$ cat src/rtl/core/sfd_pkg.sv
// Shared types and constants for the frame sync decoder.
`default_nettype none
package sfd_pkg;
	localparam int unsigned FRAME_BYTES = 25;
	localparam int unsigned WIN_CELLS   = FRAME_BYTES - 1;
	localparam int unsigned FILL_W      = $clog2(FRAME_BYTES);
	localparam int unsigned CH_W        = 11;
	localparam int unsigned NUM_CH      = 10;
	localparam int unsigned PAYLOAD_BYTES = 14;

	localparam logic [7:0] SYNC_HEAD = 8'h0F;
	localparam logic [7:0] SYNC_TAIL = 8'h00;

	typedef enum logic [2:0] {
		REG_STICK_CENTER = 3'd0,
		REG_KNOB_OFFSET  = 3'd1,
		REG_STICK_LIMIT  = 3'd2,
		REG_DEAD_BAND    = 3'd3,
		REG_SWITCH_LOW   = 3'd4,
		REG_SWITCH_HIGH  = 3'd5
	} reg_idx_t;

	localparam logic [1:0] SW_UP     = 2'd0;
	localparam logic [1:0] SW_MIDDLE = 2'd1;
	localparam logic [1:0] SW_DOWN   = 2'd2;

	localparam logic [CH_W-1:0] RST_STICK_CENTER = 11'd1024;
	localparam logic [CH_W-1:0] RST_KNOB_OFFSET  = 11'd240;
	localparam logic [CH_W-1:0] RST_STICK_LIMIT  = 11'd800;
	localparam logic [CH_W-1:0] RST_DEAD_BAND    = 11'd5;
	localparam logic [CH_W-1:0] RST_SWITCH_LOW   = 11'd650;
	localparam logic [CH_W-1:0] RST_SWITCH_HIGH  = 11'd1400;

	typedef logic [CH_W-1:0] chan_t;

	typedef struct packed {
		chan_t stick_center;
		chan_t knob_offset;
		chan_t stick_limit;
		chan_t dead_band;
		chan_t switch_low;
		chan_t switch_high;
	} cfg_t;

	typedef struct packed {
		logic signed [11:0] stick_right_x;
		logic signed [11:0] stick_right_y;
		logic signed [11:0] stick_left_y;
		logic signed [11:0] stick_left_x;
		logic [1:0]         switch_a;
		logic [1:0]         switch_b;
		logic [1:0]         switch_c;
		logic [1:0]         switch_d;
		logic signed [11:0] knob_left;
		logic signed [11:0] knob_right;
	} result_t;
endpackage
`default_nettype wire

$ cat src/rtl/core/sfd_cell.sv
// One byte cell of the receive window shift chain.
`default_nettype none
module sfd_cell (
	input  wire logic       clk,
	input  wire logic       shift_en,
	input  wire logic [7:0] byte_in,
	output logic [7:0]      byte_q
);
	always_ff @(posedge clk) begin
		if (shift_en) begin
			byte_q <= byte_in;
		end
	end
endmodule
`default_nettype wire

$ cat src/rtl/core/sfd_decode.sv
// Converts the ten raw channels of a frame into stick, switch and knob values.
`default_nettype none
module sfd_decode
	import sfd_pkg::*;
(
	input  wire chan_t      ch [NUM_CH],
	input  wire cfg_t       cfg,
	output result_t         res
);
	function automatic logic signed [11:0] stick_val(chan_t c, cfg_t k);
		logic signed [11:0] d;
		logic [CH_W-1:0]    mag;
		d   = $signed({1'b0, c}) - $signed({1'b0, k.stick_center});
		mag = d[11] ? CH_W'(-d) : d[CH_W-1:0];
		if (mag < k.dead_band || mag > k.stick_limit) begin
			return 12'sd0;
		end
		return d;
	endfunction

	function automatic logic [1:0] switch_val(chan_t c, cfg_t k);
		if (c < k.switch_low) begin
			return SW_UP;
		end
		if (c > k.switch_high) begin
			return SW_DOWN;
		end
		return SW_MIDDLE;
	endfunction

	always_comb begin
		res.stick_right_x = stick_val(ch[0], cfg);
		res.stick_right_y = stick_val(ch[1], cfg);
		res.stick_left_y  = stick_val(ch[2], cfg);
		res.stick_left_x  = stick_val(ch[3], cfg);
		res.switch_a      = switch_val(ch[4], cfg);
		res.switch_b      = switch_val(ch[5], cfg);
		res.switch_c      = switch_val(ch[6], cfg);
		res.switch_d      = switch_val(ch[7], cfg);
		res.knob_left     = $signed({1'b0, ch[8]}) - $signed({1'b0, cfg.knob_offset});
		res.knob_right    = $signed({1'b0, ch[9]}) - $signed({1'b0, cfg.knob_offset});
	end
endmodule
`default_nettype wire

$ cat src/rtl/core/sbus_frame_sync_decoder.sv
// Top level: byte window shift chain, frame sync check and two-stage decode.
// The beat that completes a valid frame is registered into ch_s1 and valid_s1, then decoded into res_q and out_valid.
// Throughput: one byte beat per cycle while in_stall is low, as each accepted beat shifts the byte cells.
// Input stall is raised only while a finished result waits on a stalled output.
// Reset clears the window fill count, the stage valids and restores register defaults.
`default_nettype none
module sbus_frame_sync_decoder
	import sfd_pkg::*;
(
	input  wire logic       clk,
	input  wire logic       arst_n,
	input  wire logic       cfg_wr_en,
	input  wire logic [2:0] cfg_index,
	input  wire logic [10:0] cfg_data,
	input  wire logic       in_valid,
	output logic            in_stall,
	input  wire logic [7:0] rx_byte,
	output logic            out_valid,
	input  wire logic       out_stall,
	output logic signed [11:0] stick_right_x,
	output logic signed [11:0] stick_right_y,
	output logic signed [11:0] stick_left_y,
	output logic signed [11:0] stick_left_x,
	output logic [1:0]      switch_a,
	output logic [1:0]      switch_b,
	output logic [1:0]      switch_c,
	output logic [1:0]      switch_d,
	output logic signed [11:0] knob_left,
	output logic signed [11:0] knob_right
);
	cfg_t              cfg_q;
	logic [7:0]        win [WIN_CELLS];
	logic [FILL_W-1:0] fill_q;
	logic              advance;
	logic              in_acc;
	logic              frame_hit;
	logic [8*PAYLOAD_BYTES-1:0] payload;
	chan_t             ch_s1 [NUM_CH];
	logic              valid_s1;
	result_t           res_d;
	result_t           res_q;

	always_ff @(posedge clk or negedge arst_n) begin
		if (!arst_n) begin
			cfg_q.stick_center <= RST_STICK_CENTER;
			cfg_q.knob_offset  <= RST_KNOB_OFFSET;
			cfg_q.stick_limit  <= RST_STICK_LIMIT;
			cfg_q.dead_band    <= RST_DEAD_BAND;
			cfg_q.switch_low   <= RST_SWITCH_LOW;
			cfg_q.switch_high  <= RST_SWITCH_HIGH;
		end else if (cfg_wr_en) begin
			case (cfg_index)
				REG_STICK_CENTER: cfg_q.stick_center <= cfg_data;
				REG_KNOB_OFFSET:  cfg_q.knob_offset  <= cfg_data;
				REG_STICK_LIMIT:  cfg_q.stick_limit  <= cfg_data;
				REG_DEAD_BAND:    cfg_q.dead_band    <= cfg_data;
				REG_SWITCH_LOW:   cfg_q.switch_low   <= cfg_data;
				REG_SWITCH_HIGH:  cfg_q.switch_high  <= cfg_data;
				default: ;
			endcase
		end
	end

	assign advance  = !out_valid || !out_stall;
	assign in_stall = !advance;
	assign in_acc   = in_valid && advance;

	genvar gi;
	generate
		for (gi = 0; gi < WIN_CELLS; gi++) begin : g_cell
			if (gi == WIN_CELLS - 1) begin : g_last
				sfd_cell u_cell (
					.clk      (clk),
					.shift_en (in_acc),
					.byte_in  (rx_byte),
					.byte_q   (win[gi])
				);
			end else begin : g_mid
				sfd_cell u_cell (
					.clk      (clk),
					.shift_en (in_acc),
					.byte_in  (win[gi+1]),
					.byte_q   (win[gi])
				);
			end
		end
		for (gi = 0; gi < PAYLOAD_BYTES; gi++) begin : g_pay
			assign payload[8*gi +: 8] = win[gi+1];
		end
	endgenerate

	assign frame_hit = (fill_q == FILL_W'(WIN_CELLS)) && (win[0] == SYNC_HEAD)
		&& (rx_byte == SYNC_TAIL);

	always_ff @(posedge clk or negedge arst_n) begin
		if (!arst_n) begin
			fill_q <= '0;
		end else if (in_acc) begin
			if (frame_hit) begin
				fill_q <= '0;
			end else if (fill_q != FILL_W'(WIN_CELLS)) begin
				fill_q <= fill_q + 1'b1;
			end
		end
	end

	always_ff @(posedge clk or negedge arst_n) begin
		if (!arst_n) begin
			valid_s1  <= 1'b0;
			out_valid <= 1'b0;
		end else if (advance) begin
			valid_s1  <= in_acc && frame_hit;
			out_valid <= valid_s1;
		end
	end

	always_ff @(posedge clk) begin
		if (in_acc && frame_hit) begin
			for (int k = 0; k < NUM_CH; k++) begin
				ch_s1[k] <= payload[CH_W*k +: CH_W];
			end
		end
	end

	sfd_decode u_decode (
		.ch  (ch_s1),
		.cfg (cfg_q),
		.res (res_d)
	);

	always_ff @(posedge clk) begin
		if (advance && valid_s1) begin
			res_q <= res_d;
		end
	end

	assign stick_right_x = res_q.stick_right_x;
	assign stick_right_y = res_q.stick_right_y;
	assign stick_left_y  = res_q.stick_left_y;
	assign stick_left_x  = res_q.stick_left_x;
	assign switch_a      = res_q.switch_a;
	assign switch_b      = res_q.switch_b;
	assign switch_c      = res_q.switch_c;
	assign switch_d      = res_q.switch_d;
	assign knob_left     = res_q.knob_left;
	assign knob_right    = res_q.knob_right;
endmodule
`default_nettype wire

$ cat config.mk
export PLATFORM = sky130hd
export DESIGN_NAME = sbus_frame_sync_decoder
export DESIGN_NICKNAME = d
export VERILOG_FILES = /design/src/rtl/core/sfd_pkg.sv /design/src/rtl/core/sfd_cell.sv /design/src/rtl/core/sfd_decode.sv /design/src/rtl/core/sbus_frame_sync_decoder.sv
export SDC_FILE = /design/constraint.sdc
export NUM_CORES = 1
export LEC_CHECK = 0
export BUFFER_PORTS_ARGS = -buffer_cell sky130_fd_sc_hd__buf_2
export CORE_AREA = 5 5 196 198
export DETAILED_ROUTE_END_ITERATION = 8
export DIE_AREA = 0 0 201 203
export PLACE_DENSITY = 0.77
export REMOVE_ABC_BUFFERS = 1
export SETUP_SLACK_MARGIN = 0.05
export SYNTH_ARGS = -nofsm -noshare
export SYNTH_HDL_FRONTEND = slang
export SYNTH_HIERARCHICAL = 1
export SYNTH_SLANG_ARGS = --single-unit
export TNS_END_PERCENT = 100
$ cat constraint.sdc
create_clock -name clk -period 6.3 [get_ports clk]
set_input_delay 1.89 -clock clk [delete_from_list [all_inputs] [get_ports clk]]
set_output_delay 1.89 -clock clk [all_outputs]
set_load 0.1 [all_outputs]
==> results.cfg, run 1 <==
[status]
status = completed

[power]
p_per_area_nw_per_um2 = 386
peakVddDrop_mv = 0.241
power.total_mw = 9.60
power.leakage_nw = 9.95

[setup_path]
rr_startpoint = cfg_q[56]
end_kind = flip-flop
cp_data_required_time_ns = 6.71
worstRegToRegCells = 16
critPathKind = flip-flop to flip-flop
arrival_ns = 5.48
start_kind = flip-flop
reg2reg_to = stick_left_x[8]
worstPathMaxFanout = 12
reg2reg_slack_ns = 1.23

[detailed_routing]
via_count = 13400
drcViolationCount = 0
first_pass_iters = 5
antenna_left = 0
wl_per_cell_um = 21.6
drt-initial-drc-count = 1077
vias_per_cell = 5.95
routed_wl_mm = 48.5

[sta]
drv_slew = 0
slew_headroom_pct = 23.6
period_share_pct = 80.5
clock_skew_ns = 0.0142
setup_viol = 0
worst_pin_slew_ns = 1.15
fmax_mhz = 197
rsz0062_at_grt = false
fin_crit_ns = 5.07
hold_viol = 0

[logic_synthesis]
ys.flop_type = edfxtp_1
netlist_instances = 1598
ys_ff_latch = 455
synth-seq-area-share_pct = 59.9
syn-cell-area_um2 = 22200
avgSynthCellArea_um2 = 13.9
synth_edf_count = 382
synthArstFlopShare_pct = 16.0
ys_types = 73
yosysWarnings = 6

[placed_design]
post-dp-hpwl_mm = 35.5
gp_congestion = 0.922
port_buffers = 108
placed_cell_area_um2 = 23400

[clock_tree]
cts_inserted_buffers = 45
htree_levels = 2
cts_setup_buffers = 0
cts_buffer_depth = 3
holdBufCountCts = 0
ctsResizeCount = 0
cts_tree = done
cts.sinks = 455
root_buffer = clkbuf_16
clk_latency_ns = 0.58
clk_pin_slew_worst_paths_ns = 0.06

[worst_hold_path]
min_to = g_cell[15].g_mid.u_cell/byte_q[3]
hp-start = g_cell[16].g_mid.u_cell/byte_q[3]
holdPathStages = 0
worstHoldPathType = flip-flop to flip-flop

[job]
cap_violations = 0

[grt]
grt_pass1_vias = 13400
grt_max_degree = 80
antenna_found_initial = 1
overflow = 0
grt_pass1_wl_mm = 74.8
grt_usage_pct = 23.7

[final_layout]
seq_area_um2 = 13300
most-common-layout-cells = edfxtp_1 (382), ha_1 (240), buf_2 (108), inv_1 (107), nor2_1 (72)
layout.nets = 2018
insertedDiodeCount = 0
mostFrequentLayoutCell = edfxtp_1
fin_area_um2 = 24900
area_growth_pct = 11.8
multi_input_area_um2 = 8450
final_core_util_pct = 68.4
drive_gt1_share_pct = 12.9
nFillCells = 2508

[floorplanning]
core.rowCount = 70
start_util_pct = 61.2
io_pins = 109
die_w_um = 201
fp.dieH_um = 203
dieArea_um2 = 40800
core_region_area_um2 = 36300
## cells by family (layout without fill, tap and decap cells)
| logic type | after synthesis | in the layout | share of synthesized area, % |
|---|---|---|---|
| fa+ha+maj | 246 | 246 | 14.0 |
| simple gates | 318 | 318 | 7.70 |
| compound gates | 303 | 303 | 9.49 |
| mux | 69 | 69 | 3.48 |
| buf+inv | 126 | 309 | 2.18 |
| flops | 455 | 455 | 59.9 |
| xor+xnor | 81 | 81 | 3.19 |
## per-stage QoR
stage	hold slack, ns	instances	setup WS, ns	TNS [ns]
6_report	0.413	2249	1.23	0
5_1_grt	0.421	2249	0.860	0
4_1_cts	0.417	2249	1.28	0
3_5_place_dp	0.405	2166	1.30	0
3_3_place_gp	0.401	2166	1.39	0
2_1_floorplan	0.400	1580	-0.294	-23.52
## sequential cells by signal, summed over array words and instances, names as in the netlist, 12 cells and up
register / cells
stick_left_x: 12
knob_right: 12
stick_right_y: 12
stick_left_y: 12
stick_right_x: 12
cfg_q: 66
ch_s1: 110
knob_left: 12
g_cell.g_mid.u_cell/byte_q: 184
## power breakdown
group          internal (mW)  switching (mW)  leakage, nW  total (mW)
sequential              3.58           0.118         4.45        3.70
combinational           1.31            1.97         4.80        3.27
clock                   1.51            1.11        0.697        2.62
total                   6.40            3.19         9.95        9.60
## final cells by class
class                   instances  area share (%)
multi-input cells            1017            34.0
inverters                     108            1.65
clock buffers                  60            4.96
repair buffers                118            2.58
clock inverters                23           0.926
flip-flops and latches        455            53.6
well taps                     468            2.35
## cell usage after synthesis (19+ instances only)
| library cell | n | area [µm²] |
|---|---|---|
| edfxtp_1 | 382 | 11500 |
| ha_1 | 240 | 3000 |
| inv_1 | 107 | 402 |
| nor2_1 | 72 | 270 |
| mux2_1 | 66 | 743 |
| o21a_1 | 60 | 450 |
| o21ai_0 | 56 | 280 |
| dfrtp_1 | 53 | 1330 |
| xnor2_1 | 53 | 464 |
| nand2_1 | 52 | 195 |
| a21oi_1 | 45 | 225 |
| nor3_1 | 36 | 180 |
| a21o_1 | 35 | 263 |
| nor2b_1 | 33 | 206 |
| xor2_1 | 28 | 245 |
| nand3_1 | 21 | 105 |
| dfstp_2 | 20 | 526 |
| or3_1 | 19 | 119 |
## worst max-delay path, cell delays in order (launching register included)
cell and delay, ns:
dfrtp_1 0.37, inv_1 0.30, ha_1 0.30, nor2b_1 0.14
o31a_1 0.27, o221a_2 0.26, o31a_1 0.26, o22ai_1 0.74
o21ai_0 0.32, ha_1 0.36, nor2b_1 0.13, o21a_1 0.15
o21ai_0 0.14, a21oi_1 0.09, a2111oi_0 0.41, o22ai_1 0.36
nor3b_1 0.30
## worst max-delay path by stage
stage | startpoint | endpoint | slack, ns | depth (start not counted)
detailed placement | cfg_q[56] | stick_left_x[8] | 1.30 | 16
CTS | cfg_q[56] | stick_left_x[8] | 1.28 | 16
floorplan | out_stall | knob_left[0] | -0.29 | 2
global placement | cfg_q[56] | stick_left_x[11] | 1.39 | 16
global route | cfg_q[56] | stick_right_y[7] | 0.86 | 17
finish | cfg_q[56] | stick_left_x[8] | 1.23 | 16
## per-layer routing
| layer | up-vias | share of wire [%] | global-route usage, % |
|---|---|---|---|
| met3 | 75 | 6.6 | 4.04 |
| met5 | - | 0 | 0 |
| met1 | 6530 | 44 | 33.2 |
| met4 | 0 | 2.8 | 7.94 |
| met2 | 422 | 46 | 38.0 |
| li1 | 6344 | - | - |
Note: power is estimated with default switching activity, not from simulation.
==> run 2: changes to the inputs <==
==> constraint.sdc (replaced) <==
create_clock -name clk -period 5 [get_ports clk]
set_input_delay 1.5 -clock clk [delete_from_list [all_inputs] [get_ports clk]]
set_output_delay 1.5 -clock clk [all_outputs]
set_load 0.1 [all_outputs]
==> run 2 against run 1 <==
  * First-iteration DRC count grew 1.0%
  * Clock power grew 31%
  * Largest cell class unchanged
  * Clock skew grew 0.0078 ns
==> results.cfg, run 2 (synthesized netlist as in run 1, its figures left out) <==
[final_layout]
largest_register_ffs = 184
insertedDiodeCount = 0
layout.nets = 2039
mostFrequentLayoutCell = edfxtp_1
top_register = g_cell.g_mid.u_cell/byte_q
area_growth_pct = 12.9
most-common-layout-cells = edfxtp_1 (382), ha_1 (240), buf_2 (108), inv_1 (107), nor2_1 (72)
drive_gt1_share_pct = 14.2
nFillCells = 2525
reg_top3 = g_cell.g_mid.u_cell/byte_q x184, ch_s1 x110, cfg_q x66

[floorplanning]
io_pins = 109
start_util_pct = 61.2
core_region_area_um2 = 36300
dieArea_um2 = 40800
die_w_um = 201
core.rowCount = 70
fp.dieH_um = 203

[setup_path]
rr_startpoint = cfg_q[59]
reg2reg_slack_ns = 0.34
worstRegToRegCells = 19
end_kind = flip-flop
arrival_ns = 5.06
slowest_delay_ns = 0.51
critPathKind = flip-flop to flip-flop
reg2reg_to = stick_left_x[8]
cp-endpoint = stick_left_x[8]
critical_path.cell_chain = inv_1 > ha_1 > a21o_1 > or3_1 > o221a_2 > o31a_1 > o22ai_1 > buf_4 > nand2_1 > o21ai_0 > ha_1 > nor2b_1 > o21a_1 > o21ai_0 > a21oi_1 > a2111oi_0 > o22ai_1 > buf_4 > nor3b_1
critPathSlowestCell = a2111oi_0
cp_data_required_time_ns = 5.39
worstPathMaxFanout = 12
start_kind = flip-flop
crit_start = cfg_q[59]

[sta]
fin_crit_ns = 4.66
period_share_pct = 93.3
clock_skew_ns = 0.0220
worst_pin_slew_ns = 0.920
rsz0062_at_grt = false
hold_ws_ns = 0.413
slew_headroom_pct = 38.7
fin_ws_ns = 0.335
setup_viol = 0
drv_slew = 0
fmax_mhz = 214
hold_viol = 0

[detailed_routing]
drt-initial-drc-count = 1088
drcViolationCount = 0
vias_per_cell = 5.99
via_count = 13600
first_pass_iters = 6
routed_wl_mm = 50.1
wl_per_cell_um = 22.1
antenna_left = 0

[power]
power.total_mw = 12.3
peakVddDrop_mv = 0.294
p_per_area_nw_per_um2 = 491
power.leakage_nw = 10.1

[clock_tree]
root_buffer = clkbuf_16
cts_inserted_buffers = 45
holdBufCountCts = 0
htree_levels = 2
cts_setup_buffers = 0
clk_latency_ns = 0.57
cts_tree = done
cts.sinks = 455
cts_buffer_depth = 3
clk_pin_slew_worst_paths_ns = 0.07

[worst_hold_path]
worstHoldPathType = flip-flop to flip-flop

[grt]
overflow = 0
grt_pass1_wl_mm = 76.8
grt_max_degree = 77
grt_pass1_vias = 13400
grt_usage_pct = 24.4
antenna_found_initial = 1

[status]
status = completed

[job]
cap_violations = 0

[placed_design]
port_buffers = 108
post-dp-hpwl_mm = 36.5
post-place-ws_ns = 0.379
gp_congestion = 0.899
[run 2: final cells by class]
type                            count  area (µm²)  share of cell area [%]
Tap cell                          468         586                    2.33
Sequential cell                   455       13300                    53.1
Timing Repair Buffer              139         811                    3.23
Multi-Input combinational cell   1017        8460                    33.7
Clock buffer                       49        1180                    4.71
Clock inverter                     33         335                    1.34
Inverter                          108         410                    1.63
[run 2: metrics by stage]
step	TNS, ns	util [%]	instances	cell area (µm²)
6_report	0	69.1	2269	25100
2_1_floorplan	-147.83	-	1580	22200
5_1_grt	0	69.1	2269	25100
3_5_place_dp	0	64.9	2187	23600
3_3_place_gp	0	64.9	2187	23600
4_1_cts	0	69.0	2269	25100
[run 2: where the power goes]
| group | internal [mW] | leakage (nW) | total (mW) | switching, mW |
|---|---|---|---|---|
| clock network | 1.98 | 0.725 | 3.42 | 1.44 |
| registers | 4.51 | 4.45 | 4.66 | 0.145 |
| logic | 1.74 | 4.91 | 4.25 | 2.51 |
| total | 8.24 | 10.1 | 12.3 | 4.09 |
[run 2: how the worst min path moves through the flow]
stage / from / end / slack [ns] / cells past startpoint
after floorplan: g_cell[14].g_mid.u_cell/byte_q[6] / g_cell[13].g_mid.u_cell/byte_q[6] / 0.40 / 0
after global placement: g_cell[23].g_last.u_cell/byte_q[2] / g_cell[22].g_mid.u_cell/byte_q[2] / 0.40 / 0
final: g_cell[14].g_mid.u_cell/byte_q[7] / g_cell[13].g_mid.u_cell/byte_q[7] / 0.41 / 0
after CTS: g_cell[20].g_mid.u_cell/byte_q[2] / g_cell[19].g_mid.u_cell/byte_q[2] / 0.42 / 0
after detailed placement: g_cell[14].g_mid.u_cell/byte_q[7] / g_cell[13].g_mid.u_cell/byte_q[7] / 0.40 / 0
after global routing: g_cell[16].g_mid.u_cell/byte_q[1] / g_cell[15].g_mid.u_cell/byte_q[1] / 0.42 / 0
[run 2: worst max-delay path: cells and delay by family, from the launching register on]
family / cells / cell delay [ns]
AO/OA/AOI/OAI: 10 / 2.11
AND/OR/NAND/NOR: 4 / 0.76
adder cells (fa/ha/maj): 2 / 0.62
buffers and inverters: 3 / 0.59
flip-flops: 1 / 0.38
[run 2: layer usage]
metal / vias up / GRT usage [%] / wire length, µm
met1: 6629 / 35.5 / 22400
met3: 92 / 3.87 / 3430
met5: - / 0 / 0
met4: 0 / 7.69 / 1420
met2: 469 / 38.1 / 22800
li1: 6401 / - / -
[run 2: what timing repair did]
action	4_1_cts	5_1_grt
resized for setup	0	3
endpoints found under the hold margin	0	0
endpoints found under the setup margin	0	12
